**src/sv/nfc_host_frame_encoder_unit_assert.svh**
```systemverilog
// ----------------------------------------------------------------------------
// Assertion macros shared by the frame encoder RTL.
// Each macro expects signals named clk and rst_n in the scope where it is used.
// ----------------------------------------------------------------------------
`ifndef NFC_HOST_FRAME_ENCODER_UNIT_ASSERT_SVH
`define NFC_HOST_FRAME_ENCODER_UNIT_ASSERT_SVH

// Same-cycle implication, checked outside reset.
`define NFC_ASSERT_IMP(lbl, ante, cons) \
    lbl: assert property (@(posedge clk) disable iff (!rst_n) (ante) |-> (cons)) \
        else $error("frame encoder assertion failed");

// Next-cycle implication, checked outside reset.
`define NFC_ASSERT_NXT(lbl, ante, cons) \
    lbl: assert property (@(posedge clk) disable iff (!rst_n) (ante) |=> (cons)) \
        else $error("frame encoder assertion failed");

`endif

```
**src/sv/nfc_fe_pkg.sv**
```systemverilog
// ----------------------------------------------------------------------------
// nfc_fe_pkg
// Types and constants shared by the host frame encoder modules.
// ----------------------------------------------------------------------------
`timescale 1ns / 1ps

package nfc_fe_pkg;

    // Frame byte constants.
    localparam logic [7:0] DIR_HOST   = 8'hD4;
    localparam logic [7:0] START_CODE = 8'hFF;
    localparam logic [7:0] ZERO_BYTE  = 8'h00;

    // Input word kinds.
    localparam logic KIND_START = 1'b0;
    localparam logic KIND_BYTE  = 1'b1;

    // Default depth of the command queue between front and back.
    localparam int QUEUE_DEPTH = 4;

    // Input word.
    typedef struct packed {
        logic       kind;
        logic [7:0] payload_count;
        logic [7:0] data_byte;
    } in_word_t;

    // Output word.
    typedef struct packed {
        logic [7:0] out_byte;
        logic       last_of_run;
        logic       frame_done;
        logic       sequence_error;
    } out_word_t;

    // Command classes passed from front to back.
    typedef enum logic [1:0] {
        OP_START = 2'd0,
        OP_BYTE  = 2'd1,
        OP_LAST  = 2'd2,
        OP_ERROR = 2'd3
    } cmd_op_t;

    // One queued command: op plus the two bytes it needs.
    typedef struct packed {
        cmd_op_t    op;
        logic [7:0] arg_a;   // LEN for start, payload byte for byte and last
        logic [7:0] arg_b;   // data checksum for last
    } cmd_t;

    // Queue status seen by the front and back.
    typedef struct packed {
        logic not_empty;
        logic full;
    } q_status_t;

endpackage

```
**src/sv/nfc_fe_front.sv**
```systemverilog
// ----------------------------------------------------------------------------
// nfc_fe_front
// Accepts input words, checks their order, tracks frame state and the
// running data sum, and pushes one command per word into the queue.
// ----------------------------------------------------------------------------
`timescale 1ns / 1ps

`include "nfc_host_frame_encoder_unit_assert.svh"

module nfc_fe_front (
    input  logic                  clk,
    input  logic                  rst_n,
    input  logic                  in_valid,
    output logic                  in_ready,
    input  nfc_fe_pkg::in_word_t  in_data,
    input  nfc_fe_pkg::q_status_t q_status,
    output logic                  push,
    output nfc_fe_pkg::cmd_t      push_cmd
);

    logic       in_frame_reg,    in_frame_next;
    logic [7:0] bytes_left_reg,  bytes_left_next;
    logic [7:0] running_sum_reg, running_sum_next;
    logic [7:0] sum_add;
    logic [7:0] left_dec;

    // Accept whenever the queue has room.
    assign in_ready = !q_status.full;
    assign push     = in_valid && in_ready;

    assign sum_add  = running_sum_reg + in_data.data_byte;
    assign left_dec = bytes_left_reg - 8'd1;

    // Classify the word and work out the next frame state.
    always_comb
    begin
        in_frame_next    = in_frame_reg;
        bytes_left_next  = bytes_left_reg;
        running_sum_next = running_sum_reg;
        push_cmd.op      = nfc_fe_pkg::OP_ERROR;
        push_cmd.arg_a   = nfc_fe_pkg::ZERO_BYTE;
        push_cmd.arg_b   = nfc_fe_pkg::ZERO_BYTE;
        if (in_data.kind == nfc_fe_pkg::KIND_START)
        begin
            if (!in_frame_reg && (in_data.payload_count != 8'd0))
            begin
                push_cmd.op      = nfc_fe_pkg::OP_START;
                push_cmd.arg_a   = in_data.payload_count + 8'd1;
                in_frame_next    = 1'b1;
                bytes_left_next  = in_data.payload_count;
                running_sum_next = nfc_fe_pkg::DIR_HOST;
            end
        end
        else if (in_frame_reg)
        begin
            push_cmd.arg_a   = in_data.data_byte;
            running_sum_next = sum_add;
            bytes_left_next  = left_dec;
            if (left_dec != 8'd0)
            begin
                push_cmd.op = nfc_fe_pkg::OP_BYTE;
            end
            else
            begin
                push_cmd.op    = nfc_fe_pkg::OP_LAST;
                push_cmd.arg_b = 8'd0 - sum_add;
                in_frame_next  = 1'b0;
            end
        end
    end

    // Frame state registers, updated on each accepted word.
    always_ff @(posedge clk or negedge rst_n)
    begin
        if (!rst_n)
        begin
            in_frame_reg    <= 1'b0;
            bytes_left_reg  <= 8'd0;
            running_sum_reg <= 8'd0;
        end
        else if (push)
        begin
            in_frame_reg    <= in_frame_next;
            bytes_left_reg  <= bytes_left_next;
            running_sum_reg <= running_sum_next;
        end
    end

    // An open frame always has bytes to come; a closed one has none.
    `NFC_ASSERT_IMP(a_open_has_bytes, in_frame_reg, bytes_left_reg != 8'd0)
    `NFC_ASSERT_IMP(a_idle_no_bytes, !in_frame_reg, bytes_left_reg == 8'd0)

endmodule

```
**src/sv/nfc_fe_queue.sv**
```systemverilog
// ----------------------------------------------------------------------------
// nfc_fe_queue
// Small register queue of commands between the front and the back.
// ----------------------------------------------------------------------------
`timescale 1ns / 1ps

`include "nfc_host_frame_encoder_unit_assert.svh"

module nfc_fe_queue #(
    parameter int DEPTH = nfc_fe_pkg::QUEUE_DEPTH
) (
    input  logic                  clk,
    input  logic                  rst_n,
    input  logic                  push,
    input  nfc_fe_pkg::cmd_t      push_cmd,
    input  logic                  pop,
    output nfc_fe_pkg::cmd_t      head_cmd,
    output nfc_fe_pkg::q_status_t q_status
);

    localparam int PTR_W = (DEPTH > 1) ? $clog2(DEPTH) : 1;
    localparam int CNT_W = $clog2(DEPTH + 1);

    nfc_fe_pkg::cmd_t   entry_reg [DEPTH];
    logic [PTR_W-1:0]   wr_ptr_reg, wr_ptr_next;
    logic [PTR_W-1:0]   rd_ptr_reg, rd_ptr_next;
    logic [CNT_W-1:0]   count_reg,  count_next;

    assign head_cmd           = entry_reg[rd_ptr_reg];
    assign q_status.not_empty = (count_reg != '0);
    assign q_status.full      = (count_reg == CNT_W'(DEPTH));

    // Pointer wrap and fill count.
    always_comb
    begin
        wr_ptr_next = wr_ptr_reg;
        rd_ptr_next = rd_ptr_reg;
        count_next  = count_reg;
        if (push)
        begin
            wr_ptr_next = (wr_ptr_reg == PTR_W'(DEPTH - 1)) ? '0 : wr_ptr_reg + 1'b1;
        end
        if (pop)
        begin
            rd_ptr_next = (rd_ptr_reg == PTR_W'(DEPTH - 1)) ? '0 : rd_ptr_reg + 1'b1;
        end
        if (push && !pop)
        begin
            count_next = count_reg + 1'b1;
        end
        else if (pop && !push)
        begin
            count_next = count_reg - 1'b1;
        end
    end

    // Control registers.
    always_ff @(posedge clk or negedge rst_n)
    begin
        if (!rst_n)
        begin
            wr_ptr_reg <= '0;
            rd_ptr_reg <= '0;
            count_reg  <= '0;
        end
        else
        begin
            wr_ptr_reg <= wr_ptr_next;
            rd_ptr_reg <= rd_ptr_next;
            count_reg  <= count_next;
        end
    end

    // Entry storage, no reset needed.
    always_ff @(posedge clk)
    begin
        if (push)
        begin
            entry_reg[wr_ptr_reg] <= push_cmd;
        end
    end

    // No write into a full queue and no read from an empty one.
    `NFC_ASSERT_IMP(a_no_overflow, push, count_reg != CNT_W'(DEPTH))
    `NFC_ASSERT_IMP(a_no_underflow, pop, count_reg != '0)

endmodule

```
**src/sv/nfc_fe_back.sv**
```systemverilog
// ----------------------------------------------------------------------------
// nfc_fe_back
// Expands queued commands into framed output bytes, one per cycle unless the
// output stalls or the queue is empty, into a registered output stage.
// ----------------------------------------------------------------------------
`timescale 1ns / 1ps

`include "nfc_host_frame_encoder_unit_assert.svh"

module nfc_fe_back (
    input  logic                  clk,
    input  logic                  rst_n,
    input  nfc_fe_pkg::cmd_t      head_cmd,
    input  nfc_fe_pkg::q_status_t q_status,
    output logic                  pop,
    output logic                  out_valid,
    input  logic                  out_ready,
    output nfc_fe_pkg::out_word_t out_data
);

    nfc_fe_pkg::cmd_t      cmd_reg,       cmd_next;
    logic                  busy_reg,      busy_next;
    logic [2:0]            step_reg,      step_next;
    logic                  out_valid_reg, out_valid_next;
    nfc_fe_pkg::out_word_t out_word_reg,  out_word_next;

    nfc_fe_pkg::cmd_t      cur_cmd;
    logic                  have_cmd;
    logic                  fire;
    logic                  last_step;
    nfc_fe_pkg::out_word_t gen_word;

    // Work on the held command, or straight from the queue head.
    assign cur_cmd  = busy_reg ? cmd_reg : head_cmd;
    assign have_cmd = busy_reg || q_status.not_empty;
    assign fire     = have_cmd && (!out_valid_reg || out_ready);
    assign pop      = fire && !busy_reg;

    // Byte generator: one output word per step of the command.
    always_comb
    begin
        gen_word  = '0;
        last_step = 1'b1;
        unique case (cur_cmd.op)
            nfc_fe_pkg::OP_START:
            begin
                last_step = (step_reg == 3'd5);
                case (step_reg)
                    3'd0, 3'd1: gen_word.out_byte = nfc_fe_pkg::ZERO_BYTE;
                    3'd2:       gen_word.out_byte = nfc_fe_pkg::START_CODE;
                    3'd3:       gen_word.out_byte = cur_cmd.arg_a;
                    3'd4:       gen_word.out_byte = 8'd0 - cur_cmd.arg_a;
                    default:    gen_word.out_byte = nfc_fe_pkg::DIR_HOST;
                endcase
                gen_word.last_of_run = last_step;
            end
            nfc_fe_pkg::OP_BYTE:
            begin
                gen_word.out_byte    = cur_cmd.arg_a;
                gen_word.last_of_run = 1'b1;
            end
            nfc_fe_pkg::OP_LAST:
            begin
                last_step = (step_reg == 3'd2);
                case (step_reg)
                    3'd0:    gen_word.out_byte = cur_cmd.arg_a;
                    3'd1:    gen_word.out_byte = cur_cmd.arg_b;
                    default: gen_word.out_byte = nfc_fe_pkg::ZERO_BYTE;
                endcase
                gen_word.last_of_run = last_step;
                gen_word.frame_done  = last_step;
            end
            default:
            begin
                gen_word.out_byte       = nfc_fe_pkg::ZERO_BYTE;
                gen_word.last_of_run    = 1'b1;
                gen_word.sequence_error = 1'b1;
            end
        endcase
    end

    // Step sequencing and output stage update.
    always_comb
    begin
        cmd_next       = cmd_reg;
        busy_next      = busy_reg;
        step_next      = step_reg;
        out_word_next  = out_word_reg;
        out_valid_next = out_valid_reg && !out_ready;
        if (fire)
        begin
            out_valid_next = 1'b1;
            out_word_next  = gen_word;
            if (last_step)
            begin
                busy_next = 1'b0;
                step_next = 3'd0;
            end
            else
            begin
                busy_next = 1'b1;
                step_next = step_reg + 3'd1;
                if (!busy_reg)
                begin
                    cmd_next = head_cmd;
                end
            end
        end
    end

    // Control registers.
    always_ff @(posedge clk or negedge rst_n)
    begin
        if (!rst_n)
        begin
            busy_reg      <= 1'b0;
            step_reg      <= 3'd0;
            out_valid_reg <= 1'b0;
        end
        else
        begin
            busy_reg      <= busy_next;
            step_reg      <= step_next;
            out_valid_reg <= out_valid_next;
        end
    end

    // Payload registers.
    always_ff @(posedge clk)
    begin
        cmd_reg      <= cmd_next;
        out_word_reg <= out_word_next;
    end

    assign out_valid = out_valid_reg;
    assign out_data  = out_word_reg;

    // Step counter is nonzero exactly while a command is held.
    `NFC_ASSERT_IMP(a_busy_step, busy_reg, step_reg != 3'd0)
    `NFC_ASSERT_IMP(a_idle_step, !busy_reg, step_reg == 3'd0)
    // An error word carries a zero byte and ends its run.
    `NFC_ASSERT_IMP(a_err_word, out_valid_reg && out_word_reg.sequence_error,
                    out_word_reg.out_byte == 8'd0 && out_word_reg.last_of_run)

endmodule

```
**src/sv/nfc_host_frame_encoder_unit.sv**
```systemverilog
// ----------------------------------------------------------------------------
// nfc_host_frame_encoder_unit
// Wraps host command payloads in NFC controller information frames.
//
//   Channel  Direction  Handshake           Word
//   in       input      in_valid/in_ready   in_word_t (kind, count, data byte)
//   out      output     out_valid/out_ready out_word_t (byte and flags)
//
// The front accepts one input word per cycle while the command queue has room.
// The back emits one framed byte per cycle unless stalled by out_ready or an
// empty queue: a start word gives 6 bytes, a payload byte 1, the last payload
// byte 3 and a rejected word 1, so the input rate follows each word's bytes.
// Reset clears frame state, queue pointers and the output valid flag.
// Output stalls back up into the queue and then drop in_ready.
// ----------------------------------------------------------------------------
`timescale 1ns / 1ps

module nfc_host_frame_encoder_unit #(
    parameter int QUEUE_DEPTH = nfc_fe_pkg::QUEUE_DEPTH
) (
    input  logic                  clk,
    input  logic                  rst_n,
    input  logic                  in_valid,
    output logic                  in_ready,
    input  nfc_fe_pkg::in_word_t  in_data,
    output logic                  out_valid,
    input  logic                  out_ready,
    output nfc_fe_pkg::out_word_t out_data
);

    nfc_fe_pkg::q_status_t q_status;
    nfc_fe_pkg::cmd_t      push_cmd;
    nfc_fe_pkg::cmd_t      head_cmd;
    logic                  push;
    logic                  pop;

    // Front: order checking and frame state.
    nfc_fe_front u_front (
        .clk      (clk),
        .rst_n    (rst_n),
        .in_valid (in_valid),
        .in_ready (in_ready),
        .in_data  (in_data),
        .q_status (q_status),
        .push     (push),
        .push_cmd (push_cmd)
    );

    // Command queue between front and back.
    nfc_fe_queue #(
        .DEPTH (QUEUE_DEPTH)
    ) u_queue (
        .clk      (clk),
        .rst_n    (rst_n),
        .push     (push),
        .push_cmd (push_cmd),
        .pop      (pop),
        .head_cmd (head_cmd),
        .q_status (q_status)
    );

    // Back: byte sequencing and output register.
    nfc_fe_back u_back (
        .clk       (clk),
        .rst_n     (rst_n),
        .head_cmd  (head_cmd),
        .q_status  (q_status),
        .pop       (pop),
        .out_valid (out_valid),
        .out_ready (out_ready),
        .out_data  (out_data)
    );

endmodule

```
**config.mk**
```make
export PLATFORM = sky130hd
export DESIGN_NAME = nfc_host_frame_encoder_unit
export DESIGN_NICKNAME = d
export VERILOG_FILES = /design/src/sv/nfc_fe_pkg.sv /design/src/sv/nfc_fe_front.sv /design/src/sv/nfc_fe_queue.sv /design/src/sv/nfc_fe_back.sv /design/src/sv/nfc_host_frame_encoder_unit.sv
export VERILOG_INCLUDE_DIRS = /design/src /design/src/sv
export SDC_FILE = /design/constraint.sdc
export NUM_CORES = 1
export LEC_CHECK = 0
export BUFFER_PORTS_ARGS = -buffer_cell sky130_fd_sc_hd__buf_2
export CAP_MARGIN = 15
export CORE_MARGIN = 2
export CORE_UTILIZATION = 47
export CTS_CLUSTER_DIAMETER = 30
export DETAILED_ROUTE_END_ITERATION = 6
export MAX_ROUTING_LAYER = met4
export PLACE_DENSITY = 0.65
export SLEW_MARGIN = 20
export SYNTH_ARGS = -nofsm -noshare
export SYNTH_HDL_FRONTEND = slang
export SYNTH_SLANG_ARGS = --single-unit
```
**constraint.sdc**
```tcl
create_clock -name clk -period 2.6 [get_ports clk]
set_clock_uncertainty 0.15 [all_clocks]
set_input_delay 0.26 -clock clk [delete_from_list [all_inputs] [get_ports clk]]
set_output_delay 0.26 -clock clk [all_outputs]
set_load 0.02 [all_outputs]
```
==> Word level (Yosys, flattened, before mapping) <==
Memory sizes are Yosys's and may differ from the RTL's.
Index checks and enable logic that the tools add are counted.
{ "totals": {"latchBits": 0, "mem_count": 1, "input_bits": 21, "out_inout_bits": 13, "ram_bits": 72, "elab_cells": 98, "ff_bits": 58, "mem_bits_ro": 0} }
{ "op_classes": {"shift": 0, "muxes": 31, "eq_ne": 11, "add_sub_neg": 10, "n_reduce_logical": 28, "mul": 0, "bitwise_logic": 1, "magnitude_cmp": 0, "n_div": 0} }
{ "mem_list": {"columns": ["memory", "words", "width", "rd", "rd_clocked_by_memory_dff", "wr", "line", "rtl"], "rows": [
  ["u_queue.entry_reg", 4, 18, 1, 0, 1, "nfc_fe_queue.sv:24", "nfc_fe_pkg::cmd_t entry_reg [DEPTH];"]
]} }
{ "op_table": {"columns": ["cell", "count"], "rows": [
  ["8-bit 2-to-1 mux", 8],
  ["18-bit 2-to-1 mux", 2],
  ["8-bit one-hot mux with 4 select lines", 1],
  ["9-bit one-hot mux with 3 select lines", 1],
  ["10-bit 2-to-1 mux", 2],
  ["8-bit one-hot mux with 2 select lines", 1],
  ["8-bit nonzero test", 2],
  ["1-bit by 8-bit subtractor with 8-bit output (first input constant)", 2],
  ["3-bit equality test (second input constant)", 3],
  ["1-bit 2-to-1 mux", 9],
  ["3-bit 2-to-1 mux", 3],
  ["8-bit by 1-bit adder with 8-bit output (second input constant)", 1],
  ["8-bit adder", 1],
  ["8-bit by 1-bit subtractor with 8-bit output (second input constant)", 1],
  ["1-bit logical AND", 7],
  ["1-bit logical NOT", 7],
  ["3-bit by 1-bit adder with 3-bit output (second input constant)", 2],
  ["2-bit equality test (second input constant)", 3],
  ["3-bit by 2-bit equality test with 1-bit output (second input constant)", 2],
  ["2-bit 2-to-1 mux", 3],
  ["2-bit by 1-bit adder with 2-bit output (second input constant)", 2],
  ["2-bit AND reduction", 2],
  ["2-bit nonzero test", 2],
  ["3-bit by 1-bit equality test with 1-bit output (second input constant)", 1],
  ["12 further kinds", 13]
]} }

==> Logic depth before layout (Yosys ltp) <==
Gate-level depths: netlist (run 1).
{ "logic_depth": {"ltp_word": 7, "depth_mapped": 12, "ltp_nobuf": 10} }

==> Cells and area by module <==
From an unflattened synthesis (run 1), not the netlist that was laid out.
{ "hier_totals": {"hier_cells": 507, "area_unflattened_um2": 6678.9} }
{ "modules_own_cells": {"columns": ["mod", "seq_area_each_um2", "n_inst", "cells_each", "area_per_inst_um2"], "rows": [
  ["nfc_fe_queue", 2337.2, 1, 131, 3015.4],
  ["nfc_fe_back", 996.0, 1, 169, 1978.1],
  ["nfc_fe_front", 425.4, 1, 207, 1685.4]
]} }

==> Least setup slack after synthesis (run 1) <==
Ideal clock, no wire load.
{ "synth_timing": {"path_type": "reg-to-reg", "from": "register u_queue.rd_ptr_reg[0]", "to": "register u_back.cmd_reg[0] (netlist bit), enable pin", "required_time_ns": 2.077, "setup_time_ns": 0.373, "path_buffers": 0, "arrival_ns": 2.298, "path_stages_with_launch": 6, "synth_period_minus_slack_ns": 2.821, "slack_ns": -0.221, "cell_sequence": "dfrtp_1 > mux4_2 > mux2_2 > a311o_1 > or2_1 > inv_1"} }
{ "synth_rtl": {"columns": ["item", "line", "rtl"], "rows": [
  ["start: declaration", "nfc_fe_queue.sv:26", "logic [PTR_W-1:0] rd_ptr_reg, rd_ptr_next;"],
  ["start signal: assignment", "nfc_fe_queue.sv:69", "rd_ptr_reg <= rd_ptr_next;"],
  ["end signal: assignment", "nfc_fe_back.sv:131", "cmd_reg <= cmd_next;"],
  ["end: declaration", "nfc_fe_back.sv:21", "nfc_fe_pkg::cmd_t cmd_reg, cmd_next;"]
]} }

==> PnR_summary.wiki, run 1 <==
{| class="wikitable"
! Metric !! Value
|-
| Run status || completed
|-
| Routed met1 length || 6.36 mm
|-
| Max_slew headroom || 36.0%
|-
| Starting density of the core || 47.9%
|-
| Count leader, synth || sky130_fd_sc_hd__edfxtp_1
|-
| Row Count || 43
|-
| Type of element launching the critical path || flop
|-
| Post-detailed-routing wire length || 14.4 mm
|-
| Met3 routed WL || 629 um
|-
| Antenna Nets Post-Route || 0
|-
| Post-synth top flop || sky130_fd_sc_hd__edfxtp_1
|-
| Leakage component of the power || 3.20 nW
|-
| Area growth, synth to finish || 24.4%
|-
| Delay contributed by the slowest stage of the critical path || 0.57 ns
|-
| Critical Path RT || 2.61 ns
|-
| Router iterations before antenna repair || 5
|-
| Count of different cell masters after synthesis || 65
|-
| Ports || 34
|-
| Highest achievable clock rate || 0.392 GHz
|-
| Dominant cells by area after synthesis || sky130_fd_sc_hd__edfxtp_1, sky130_fd_sc_hd__dfrtp_1, sky130_fd_sc_hd__mux4_2, sky130_fd_sc_hd__ha_1, sky130_fd_sc_hd__mux2i_1
|-
| Minimum setup slack in the final design || 0.0515 ns
|-
| Share of the yosys chip area belonging to registers || 56.8%
|-
| Worst Setup End Kind || flop
|-
| Hold violation count in the final report || 0
|-
| Via Count || 4527
|-
| Congestion Overflow GR || 0
|-
| Filler instances || 1093
|-
| Worst hold path endpoint || u_front.bytes_left_reg[7]
|-
| Leading area contributor after synthesis || sky130_fd_sc_hd__edfxtp_1
|-
| Number of cells on the worst reg-to-reg path || 7
|-
| Sequential cell area in the final layout || 3760 um2
|-
| Utilization after layout || 59.6%
|-
| Origin of the worst min-delay path || in_data[15]
|-
| Number of flip-flops under the largest register name || 72
|-
| Placed instance count || 760
|-
| Wire length of the first global-routing pass || 23.0 mm
|-
| Pin count of the biggest net entering global routing || 34
|-
| Antenna diode instance count || 0
|-
| Worst EP arrival || 2.56 ns
|-
| Worst reg2reg path startpoint || u_queue.rd_ptr_reg[0]
|-
| Setup repair after global routing missed its margin || true
|-
| CTS tree || yes
|-
| CP Max Fanout || 4
|-
| Kind of critical path || flop to flop
|-
| Height of the die || 123 um
|-
| CP bufs+invs || 1
|-
| Initial DRC Count || 497
|-
| Total power || 11.1 mW
|-
| Core area || 13800 um2
|-
| Flip-flop and latch count after synthesis || 130
|-
| Clock tree root buffer cell || sky130_fd_sc_hd__clkbuf_16
|-
| Sink Count || 130
|-
| Setup Slack @ Placement || -0.164 ns
|-
| Warnings from Yosys || 0
|-
| Share of the cycle needed by the critical path after routing || 98.0%
|-
| Number of vias per cell after detailed routing || 5.62
|-
| Peak supply drop || 602 uV
|-
| Detail Placement HPWL || 10.1 mm
|-
| Mean area per synthesized cell || 12.7 um2
|-
| Maximum level of the CTS H-tree || 4
|-
| Vias in the first global route || 4571
|-
| Post-layout instance count excluding filler cells || 805
|-
| Area share of the largest cell type after synthesis || 45.8%
|-
| NumNets Final || 659
|-
| Antenna violations before repair || 0
|-
| Share of synthesized registers carrying an async set or reset || 22.3%
|-
| Top Metal Used || met4
|-
| Width of the chip || 123 um
|-
| Cells traversed along the worst timing path || mux4_2, buf_6, nand2b_4, o21ai_1, mux2i_1, a21boi_1, or4_1
|-
| Crit-path leading delay family || multiplexers
|-
| DRC errors left || 0
|-
| Actual slew at the worst max-slew pin || 0.959 ns
|-
| Port buffer count || 33
|-
| Number of buffers on the longest clock path || 2
|-
| Minimum hold slack || 0.0247 ns
|-
| Drt wl/cell || 17.9 um
|-
| Count of flip-flops with a built-in enable after synthesis || 101
|-
| Global placement routability congestion || 0.966
|-
| Worst-Skew Late Latency || 0.43 ns
|-
| MaxCap Viol Count || 0
|-
| Die outline area || 15100 um2
|-
| Count of final setup violators || 0
|-
| Post-layout minimum cycle time || 2.55 ns
|-
| Post-synth net total || 568
|-
| Cell Area, Synth || 6620 um2
|-
| Area used by multi-input combinational logic || 2860 um2
|-
| Met2 layer wire length in the routed design || 7.06 mm
|-
| Worst reg2reg path endpoint || u_back.out_data[6]
|-
| Crit path max-delay cell type || sky130_fd_sc_hd__mux4_2
|-
| Global-route usage over all layers || 21.0%
|-
| Number of buffers created by CTS || 17
|-
| Clock-pin transition on the worst setup and hold timing paths || 0.06 ns
|-
| Crit. Startpoint || u_queue.rd_ptr_reg[0]
|-
| Internal reg-to-reg setup slack || 0.05 ns
|-
| Final slew viol count || 0
|-
| Share of cells above drive strength 1 || 29.0%
|-
| HP Class || input pin to flop
|-
| Total power divided by cell area || 1350 nW/um2
|-
| Post-Synthesis Cells || 521
|-
| Post-synth top cells || sky130_fd_sc_hd__edfxtp_1, sky130_fd_sc_hd__nand2_1, sky130_fd_sc_hd__inv_1
|-
| Worst hold path cell count || 3
|}
-- layout by cell type, fill, tap and decap left out, types with 3 or more instances in the layout --
master                          netlist  final
sky130_fd_sc_hd__mux2_2              12     12
sky130_fd_sc_hd__nand2_1             35     34
sky130_fd_sc_hd__bufinv_16            0      3
sky130_fd_sc_hd__nor2b_1              3      3
sky130_fd_sc_hd__ha_1                24     21
sky130_fd_sc_hd__inv_1               31     30
sky130_fd_sc_hd__clkinvlp_4           0      6
sky130_fd_sc_hd__nor2_1              27     25
sky130_fd_sc_hd__edfxtp_1           101    101
sky130_fd_sc_hd__o21ai_0             21     18
sky130_fd_sc_hd__mux4_2              14     14
sky130_fd_sc_hd__a21oi_1             21     18
sky130_fd_sc_hd__nor2_2               1      3
sky130_fd_sc_hd__buf_12               0      4
sky130_fd_sc_hd__nand3_1             14     14
sky130_fd_sc_hd__or3_1                3      3
sky130_fd_sc_hd__clkbuf_16            0     17
sky130_fd_sc_hd__buf_6                1      3
sky130_fd_sc_hd__xor2_1              10      9
sky130_fd_sc_hd__buf_4                0     46
sky130_fd_sc_hd__and3_1               7      6
sky130_fd_sc_hd__a311oi_1             4      3
sky130_fd_sc_hd__a21o_1               4      4
sky130_fd_sc_hd__nand2b_1             8      7
sky130_fd_sc_hd__nand4_1              3      3
sky130_fd_sc_hd__dfrtp_1             29     27
sky130_fd_sc_hd__and2_1               3      3
sky130_fd_sc_hd__nor3_1               9      7
sky130_fd_sc_hd__o22ai_1              8      8
sky130_fd_sc_hd__mux2i_1             24     23
sky130_fd_sc_hd__o21ai_1              3      6
sky130_fd_sc_hd__a22o_1               6      6
sky130_fd_sc_hd__inv_6                0      4
sky130_fd_sc_hd__buf_2                4     33
sky130_fd_sc_hd__a211o_1              3      3
sky130_fd_sc_hd__dlygate4sd3_1        0      4
sky130_fd_sc_hd__o211ai_1             4      4
sky130_fd_sc_hd__xnor2_1             13     12
sky130_fd_sc_hd__o221ai_1             5      5
sky130_fd_sc_hd__nor3b_1              8      6
-- worst max path at each step --
stage / to / slack, ns / cells past startpoint
floorplan: u_back.cmd_reg[0] / -0.01 / 5
finish: u_back.out_data[6] / 0.05 / 7
global route: u_queue.entry_reg[3][6] / -0.02 / 8
detailed placement: u_queue.entry_reg[3][7] / -0.16 / 10
CTS: u_back.out_data[8] / -0.02 / 8
global placement: u_queue.entry_reg[0][7] / -0.05 / 10
-- worst reg2reg max path, stage by stage (launching register included) --
cell and delay [ns]:
sky130_fd_sc_hd__dfrtp_2 0.43, sky130_fd_sc_hd__mux4_2 0.57, sky130_fd_sc_hd__buf_6 0.16, sky130_fd_sc_hd__nand2b_4 0.05, sky130_fd_sc_hd__o21ai_1 0.06, sky130_fd_sc_hd__mux2i_1 0.28
sky130_fd_sc_hd__a21boi_1 0.12, sky130_fd_sc_hd__or4_1 0.47
-- where the power goes --
group / switching [mW] / internal, mW
clock: 0.931 / 1.51
combinational: 2.75 / 2.39
sequential: 0.380 / 3.17
total: 4.06 / 7.06
-- metal layers --
metal | track usage (%) | vias up
met5 | - | -
met1 | 25.8 | 2207
li1 | - | 2165
met2 | 33.1 | 125
met4 | 8.19 | 0
met3 | 5.95 | 30
-- logic make-up after synthesis --
kind of cell	count (synthesis)	synth area share, %
compound gates	108	11.2
xor+xnor	23	3.04
fa+ha+maj	26	5.14
buf+inv	50	3.02
flops	130	56.8
mux	51	10.8
simple gates	133	10.0
-- cell type report --
cell class                 instances  area share (%)
clock inverter                    15            2.19
tap                              180            2.73
clock buffer                      17            5.16
timing repair buffer              90            8.06
multi-input combinational        341            34.7
sequential                       130            45.6
inverter                          32            1.50
-- timing repair --
item,4_1_cts,5_1_grt
resized for setup,4,38
setup buffers,0,11
setup endpoints to repair,18,60
pin swaps,2,11
hold endpoints to repair,33,0
hold buffers,4,0
-- through the flow --
stage | setup TNS (ns) | area (um2)
3_5_place_dp | -1.79 | 7320
4_1_cts | -0.0418 | 7980
2_1_floorplan | -0.232 | 6630
5_1_grt | -0.240 | 8240
3_3_place_gp | -0.215 | 7320
6_report | 0 | 8240
Note: power is estimated with default switching activity, not from simulation.
==> run 2, diff against run 1 <==
- PLACE_DENSITY: 0.65 -> default
- PLACE_DENSITY_LB_ADDON: default -> 0.08
==> PnR_summary.wiki, run 2 (synthesized netlist as in run 1, its figures left out) <==
{| class="wikitable"
! Metric !! Value
|-
| Count of final setup violators || 0 (unchanged)
|-
| Commonest cells after routing, fill and taps aside || sky130_fd_sc_hd__edfxtp_1, sky130_fd_sc_hd__buf_4, sky130_fd_sc_hd__nand2_1, sky130_fd_sc_hd__buf_2, sky130_fd_sc_hd__inv_1
|-
| Area growth, synth to finish || 23.8%
|-
| Maximum level of the CTS H-tree || 4 (unchanged)
|-
| Via Count || 4528 (+0.022%)
|-
| Finished Cell Area || 8200 um2 (-0.53%)
|-
| Highest achievable clock rate || 0.389 GHz (-0.86%)
|-
| Die outline area || 15100 um2 (unchanged)
|-
| Port buffer count || 33 (unchanged)
|-
| Setup repair after global routing missed its margin || true
|-
| Placed inst area || 7350 um2 (+0.34%)
|-
| Crit-path leading delay family || multiplexers
|-
| Type of element launching the critical path || flop
|-
| HP Class || input pin to flop
|-
| Most frequent standard cell in the layout excluding fill and tap cells || sky130_fd_sc_hd__edfxtp_1
|-
| Number of buffers on the longest clock path || 2 (unchanged)
|-
| Core area || 13800 um2 (unchanged)
|-
| Final TNS setup || 0 ns (unchanged)
|-
| Row Count || 43 (unchanged)
|-
| Minimum hold slack || 0.000529 ns (-0.0242 ns)
|-
| CP bufs+invs || 2 (+1)
|-
| Initial DRC Count || 332 (-33%)
|-
| Height of the die || 123 um (unchanged)
|-
| Cells traversed along the worst timing path || mux4_2, mux2_4, a311o_1, or2_4, clkinvlp_4, buf_12
|-
| Router iterations before antenna repair || 5 (unchanged)
|-
| Congestion Overflow GR || 0 (unchanged)
|-
| Antenna diode instance count || 0 (unchanged)
|-
| Total power divided by cell area || 1360 nW/um2 (+0.68%)
|-
| Vias in the first global route || 4615 (+0.96%)
|-
| Leakage component of the power || 3.18 nW (-0.63%)
|-
| Share of cells above drive strength 1 || 28.0% (-0.99 points)
|-
| Crit path max-delay cell type || sky130_fd_sc_hd__mux4_2
|-
| Number of vias per cell after detailed routing || 5.65 (+0.40%)
|-
| Clock tree root buffer cell || sky130_fd_sc_hd__clkbuf_16
|-
| Met3 routed WL || 665 um (+5.7%)
|-
| Final slew viol count || 0 (unchanged)
|-
| CTS tree || yes
|-
| Worst Setup End Kind || flop
|-
| Wire length of the first global-routing pass || 23.4 mm (+1.9%)
|-
| Met2 layer wire length in the routed design || 7.22 mm (+2.2%)
|-
| Minimum setup slack in the final design || 0.0294 ns (-0.0220 ns)
|-
| Routed met1 length || 6.40 mm (+0.69%)
|-
| Actual slew at the worst max-slew pin || 0.992 ns (+0.0324 ns)
|-
| Antenna violations before repair || 0 (unchanged)
|-
| Setup Slack @ Placement || -0.118 ns (+0.0469 ns)
|-
| Antenna Nets Post-Route || 0 (unchanged)
|-
| MaxCap Viol Count || 0 (unchanged)
|-
| Number of flip-flops under the largest register name || 72 (unchanged)
|-
| Hold violation count in the final report || 0 (unchanged)
|-
| Worst EP arrival || 2.54 ns (-0.02 ns)
|-
| Run status || completed
|-
| CP Max Fanout || 18 (+14)
|-
| Sink Count || 130 (unchanged)
|-
| Max_slew headroom || 33.9% (-2.2 points)
|-
| Kind of critical path || flop to flop
|-
| Global placement routability congestion || 0.952 (-1.5%)
|-
| Drt wl/cell || 18.1 um (+1.5%)
|-
| DRC errors left || 0 (unchanged)
|-
| Share of the cycle needed by the critical path after routing || 98.9% (+0.85 points)
|-
| Pin count of the biggest net entering global routing || 34 (unchanged)
|-
| Post-layout minimum cycle time || 2.57 ns (+0.0220 ns)
|-
| NumNets Final || 656 (-0.46%)
|-
| Width of the chip || 123 um (unchanged)
|-
| Global-route usage over all layers || 21.4% (+0.33 points)
|-
| Clock-pin transition on the worst setup and hold timing paths || 0.06 ns (about the same)
|-
| Detail Placement HPWL || 10.4 mm (+3.0%)
|-
| Peak supply drop || 578 uV (-4.0%)
|-
| Critical Path RT || 2.57 ns (-0.04 ns)
|-
| Number of buffers created by CTS || 17 (unchanged)
|-
| Starting density of the core || 47.9% (unchanged)
|-
| Worst-Skew Late Latency || 0.42 ns (about the same)
|-
| Ports || 34 (unchanged)
|-
| Utilization after layout || 59.3% (-0.32 points)
|-
| Top Metal Used || met4
|-
| Post-detailed-routing wire length || 14.5 mm (+1.1%)
|-
| Delay contributed by the slowest stage of the critical path || 0.54 ns (-0.03 ns)
|}
[run 2: changes by cell type in the layout (fill, tap and decap cells not counted), sizes merged, moves of 2 or more]
cell      change
bufinv        +3
clkinvlp      -3
inv           -3
buf           -2
clkinv        +2
[run 2: layer usage]
metal / vias to the layer above / track usage [%]
met2: 129 / 34.3
met1: 2221 / 26.5
li1: 2159 / -
met4: 0 / 9.20
met3: 19 / 4.14
met5: - / -
[run 2: per-stage QoR]
step | power (mW) | instances
after floorplan | 6.58 | 521
after global placement | 8.17 | 765
after detailed placement | 8.26 | 765
after CTS | 11.0 | 800
after global routing | 11.9 | 802
final | 11.1 | 802
[run 2: layout make-up]
type	instances	area (um2)
fill	1099	5630
sequential	130	3760
multi-input combinational	341	2800
timing repair buffer	87	619
clock buffer	18	429
clock inverter	14	235
tap	180	225
inverter	32	124
[run 2: tightest hold or removal path, cell delays in order]
cell                       delay (ns)
sky130_fd_sc_hd__buf_2           0.12
sky130_fd_sc_hd__o211ai_1        0.09
sky130_fd_sc_hd__o21ai_0         0.07
[run 2: what timing repair did]
item	CTS	global route
setup endpoints to repair	39	41
setup buffers	0	2
resized for setup	6	26
hold buffers	3	0
pin swaps	1	6
hold endpoints to repair	32	0
[run 2: path summary, 6_finish.rpt]
kind	start	to	slack, ns	depth (start not counted)
setup / recovery	u_queue.rd_ptr_reg[0]	u_back.cmd_reg[6]	0.03	6
hold reg to reg	u_front.running_sum_reg[5]	u_front.running_sum_reg[5]	0.37	1
min in group asynchronous	rst_n	u_queue.wr_ptr_reg[1]	0.29	2
setup reg to reg	u_queue.rd_ptr_reg[0]	u_back.cmd_reg[6]	0.03	6
max in group asynchronous	rst_n	u_queue.rd_ptr_reg[0]	1.50	2
hold / removal	in_data[9]	u_front.bytes_left_reg[1]	0.0005	3
[run 2: power by group]
group	switching (mW)	internal, mW
Clock	0.880	1.79
Combinational	2.66	2.26
Sequential	0.382	3.17
Total	3.92	7.23
==> run 3, diff against run 2 <==
- BUFFER_PORTS_ARGS: -buffer_cell sky130_fd_sc_hd__buf_2 -> -buffer_cell sky130_fd_sc_hd__buf_4
- CORE_UTILIZATION: 47 -> 50
- SLEW_MARGIN: 20 -> 15
==> PnR_summary.wiki, run 3 (synthesized netlist as in run 1, its figures left out) <==
{| class="wikitable"
! Metric !! Value
|-
| Failing checks || negative setup slack
|-
| Maximum level of the CTS H-tree || 4 (unchanged)
|-
| Global placement routability congestion || 0.897 (-5.8%)
|-
| Worst hold path cell count || 3 (unchanged)
|-
| Vias in the first global route || 4536 (-1.7%)
|-
| Minimum setup slack in the final design || -0.0140 ns (-0.0434 ns)
|-
| Core area || 13100 um2 (-5.4%)
|-
| Final slew viol count || 0 (unchanged)
|-
| Die outline area || 14200 um2 (-5.8%)
|-
| Kind of critical path || flop to flop
|-
| Post-layout minimum cycle time || 2.61 ns (+0.0434 ns)
|-
| Global-route usage over all layers || 22.7% (+1.3 points)
|-
| Number of buffers on the longest clock path || 2 (unchanged)
|-
| Sw frac || 35.9% (+0.74 points)
|-
| Leakage component of the power || 3.24 nW (+1.9%)
|-
| Delay contributed by the slowest stage of the critical path || 0.39 ns (-0.15 ns)
|-
| Stages on the worst setup path || 8 (+2)
|-
| Number of flip-flops under the largest register name || 72 (unchanged)
|-
| Total power divided by cell area || 1340 nW/um2 (-1.7%)
|-
| Origin of the worst min-delay path || in_data[15]
|-
| Width of the chip || 119 um (-3.0%)
|-
| Via Count || 4486 (-0.93%)
|-
| Post-detailed-routing wire length || 14.7 mm (+1.0%)
|-
| Hold violation count in the final report || 0 (unchanged)
|-
| Drt wl/cell || 18.2 um (+0.50%)
|-
| Wire length of the first global-routing pass || 23.8 mm (+1.7%)
|-
| Router iterations before antenna repair || 4 (-1)
|-
| Crit path max-delay cell type || sky130_fd_sc_hd__dfrtp_1
|-
| Post-layout instance count excluding filler cells || 806 (+0.50%)
|-
| Worst reg2reg path endpoint || u_queue.entry_reg[1][7]
|-
| GR Layer Usage met3 || 4.60% (+0.46 points)
|-
| CP bufs+invs || 1 (-1)
|-
| Worst Setup End Kind || flop
|-
| Initial DRC Count || 312 (-6.0%)
|-
| MaxCap Viol Count || 0 (unchanged)
|-
| Switch Pwr || 3.96 mW (+1.1%)
|-
| Number of buffers created by CTS || 17 (unchanged)
|-
| Antenna diode instance count || 0 (unchanged)
|-
| Worst hold path endpoint || u_front.bytes_left_reg[7]
|-
| Area used by multi-input combinational logic || 2770 um2 (-1.2%)
|-
| Cells traversed along the worst timing path || ha_1, a211o_1, a2111o_1, o311ai_1, nor4_1, buf_4, a211o_1, a21oi_2
|-
| Detail Placement HPWL || 10.4 mm (+0.19%)
|-
| Ports || 34 (unchanged)
|-
| Number of vias per cell after detailed routing || 5.57 (-1.4%)
|-
| Count of final setup violators || 4 (+4)
|-
| Share of the cycle needed by the critical path after routing || 101% (+1.7 points)
|-
| Sequential cell fraction of total power || 32.2% (+0.4 points)
|-
| Row Count || 42 (-2.3%)
|-
| Congestion Overflow GR || 0 (unchanged)
|-
| Worst reg2reg path startpoint || u_front.running_sum_reg[1]
|-
| Crit-path leading delay family || compound AO/OA/AOI/OAI gates
|-
| Setup repair after global routing missed its margin || true
|-
| Comb power frac || 46.2% (+2.0 points)
|-
| Share of cells above drive strength 1 || 27.8% (-0.20 points)
|-
| Critical Path RT || 2.70 ns (+0.13 ns)
|-
| HP Class || input pin to flop
|-
| NumNets Final || 665 (+1.4%)
|-
| Clock-pin transition on the worst setup and hold timing paths || 0.06 ns (about the same)
|-
| Peak supply drop || 559 uV (-3.2%)
|-
| Max_slew headroom || 34.4% (+0.51 points)
|-
| Met2 usage in global routing || 36.6% (+2.3 points)
|-
| Minimum hold slack || 0.0104 ns (+0.00990 ns)
|-
| Run status || finished with violations
|-
| Highest achievable clock rate || 0.383 GHz (-1.7%)
|-
| Utilization after layout || 63.1% (+3.8 points)
|-
| Antenna violations before repair || 0 (unchanged)
|-
| Placed instance count || 761 (-0.52%)
|-
| Starting density of the core || 50.6% (+2.7 points)
|-
| Port buffer count || 33 (unchanged)
|-
| Pin count of the biggest net entering global routing || 34 (unchanged)
|-
| Worst EP arrival || 2.71 ns (+0.17 ns)
|-
| Sink Count || 130 (unchanged)
|-
| Most frequent standard cell in the layout excluding fill and tap cells || sky130_fd_sc_hd__edfxtp_1
|-
| Actual slew at the worst max-slew pin || 0.984 ns (-0.00768 ns)
|-
| Internal reg-to-reg setup slack || -0.01 ns (-0.04 ns)
|-
| Antenna Nets Post-Route || 0 (unchanged)
|-
| Type of element launching the critical path || flop
|-
| Number of cells on the worst reg-to-reg path || 8 (+2)
|-
| Gr busiest metal || met2
|-
| DRC errors left || 0 (unchanged)
|-
| Total power || 11.0 mW (-0.98%)
|-
| Area growth, synth to finish || 24.7%
|-
| Commonest cells after routing, fill and taps aside || sky130_fd_sc_hd__edfxtp_1, sky130_fd_sc_hd__buf_4, sky130_fd_sc_hd__nand2_1, sky130_fd_sc_hd__inv_1, sky130_fd_sc_hd__dfrtp_1
|-
| Internal power contribution || 7.07 mW (-2.1%)
|-
| CP Max Fanout || 4 (-14)
|-
| Filler instances || 1019 (-7.3%)
|-
| Worst-Skew Late Latency || 0.42 ns (about the same)
|-
| Clock network fraction of design power || 21.6% (-2.4 points)
|-
| Met1 global-route usage || 28.4% (+1.9 points)
|-
| Most common cell type on the critical path || sky130_fd_sc_hd__a211o_1
|-
| Height of the die || 119 um (-3.0%)
|-
| CTS tree || yes
|-
| Sequential cell area in the final layout || 3760 um2 (unchanged)
|-
| Clock tree root buffer cell || sky130_fd_sc_hd__clkbuf_16
|}
==> run 3: worst max-delay path by stage <==
| stage | startpoint | end |
|---|---|---|
| detailed placement | in_data[0] | u_queue.entry_reg[2][7] |
| CTS | u_queue.rd_ptr_reg[0] | u_back.cmd_reg[13] |
| global placement | in_data[0] | u_queue.entry_reg[0][7] |
| global route | u_front.running_sum_reg[0] | u_queue.entry_reg[3][7] |
| finish | u_front.running_sum_reg[1] | u_queue.entry_reg[1][7] |
| floorplan | u_queue.rd_ptr_reg[0] | u_back.cmd_reg[0] |
==> run 3: tightest hold or removal path, cell delays in order <==
cell,delay (ns)
sky130_fd_sc_hd__buf_4,0.10
sky130_fd_sc_hd__o22ai_1,0.06
sky130_fd_sc_hd__a21oi_1,0.11
==> run 3: routing by layer <==
metal,part of all wire (%),vias up
met1,44,2193
met4,2.1,0
li1,-,2177
met5,0,-
met2,50,88
met3,3.6,28
==> run 3: metrics by stage <==
stage | setup TNS, ns | worst slack, ns | area, um2
6_report | -0.0511 | -0.0140 | 8260
5_1_grt | -2.26 | -0.164 | 8260
4_1_cts | 0 | 0.00677 | 8110
3_5_place_dp | -1.68 | -0.192 | 7420
3_3_place_gp | -0.394 | -0.0648 | 7420
2_1_floorplan | -0.232 | -0.0129 | 6630
==> run 3: layout make-up <==
| type | count | share of cell area (%) |
|---|---|---|
| Clock inverter | 14 | 2.00 |
| Tap cell | 176 | 2.67 |
| Inverter | 32 | 1.50 |
| Timing Repair Buffer | 96 | 9.59 |
| Multi-Input combinational cell | 341 | 33.5 |
| Sequential cell | 130 | 45.6 |
| Clock buffer | 17 | 5.15 |
==> run 3: power groups by stage <==
stage | clock [mW] | sequential [mW] | combinational [mW]
floorplan | 0 | 3.56 | 3.02
global placement | 0 | 3.54 | 4.70
detailed placement | 0 | 3.57 | 4.76
CTS | 2.41 | 3.54 | 4.87
global route | 2.51 | 3.63 | 5.58
finish | 2.38 | 3.55 | 5.10
==> run 3: what timing repair did <==
action,in CTS,in global routing
hold buffers,5,0
hold endpoints to repair,38,0
buffers inserted,3,4
cloned,0,2
resized for setup,5,18
endpoints found under the setup margin,16,62
pin swaps,3,4
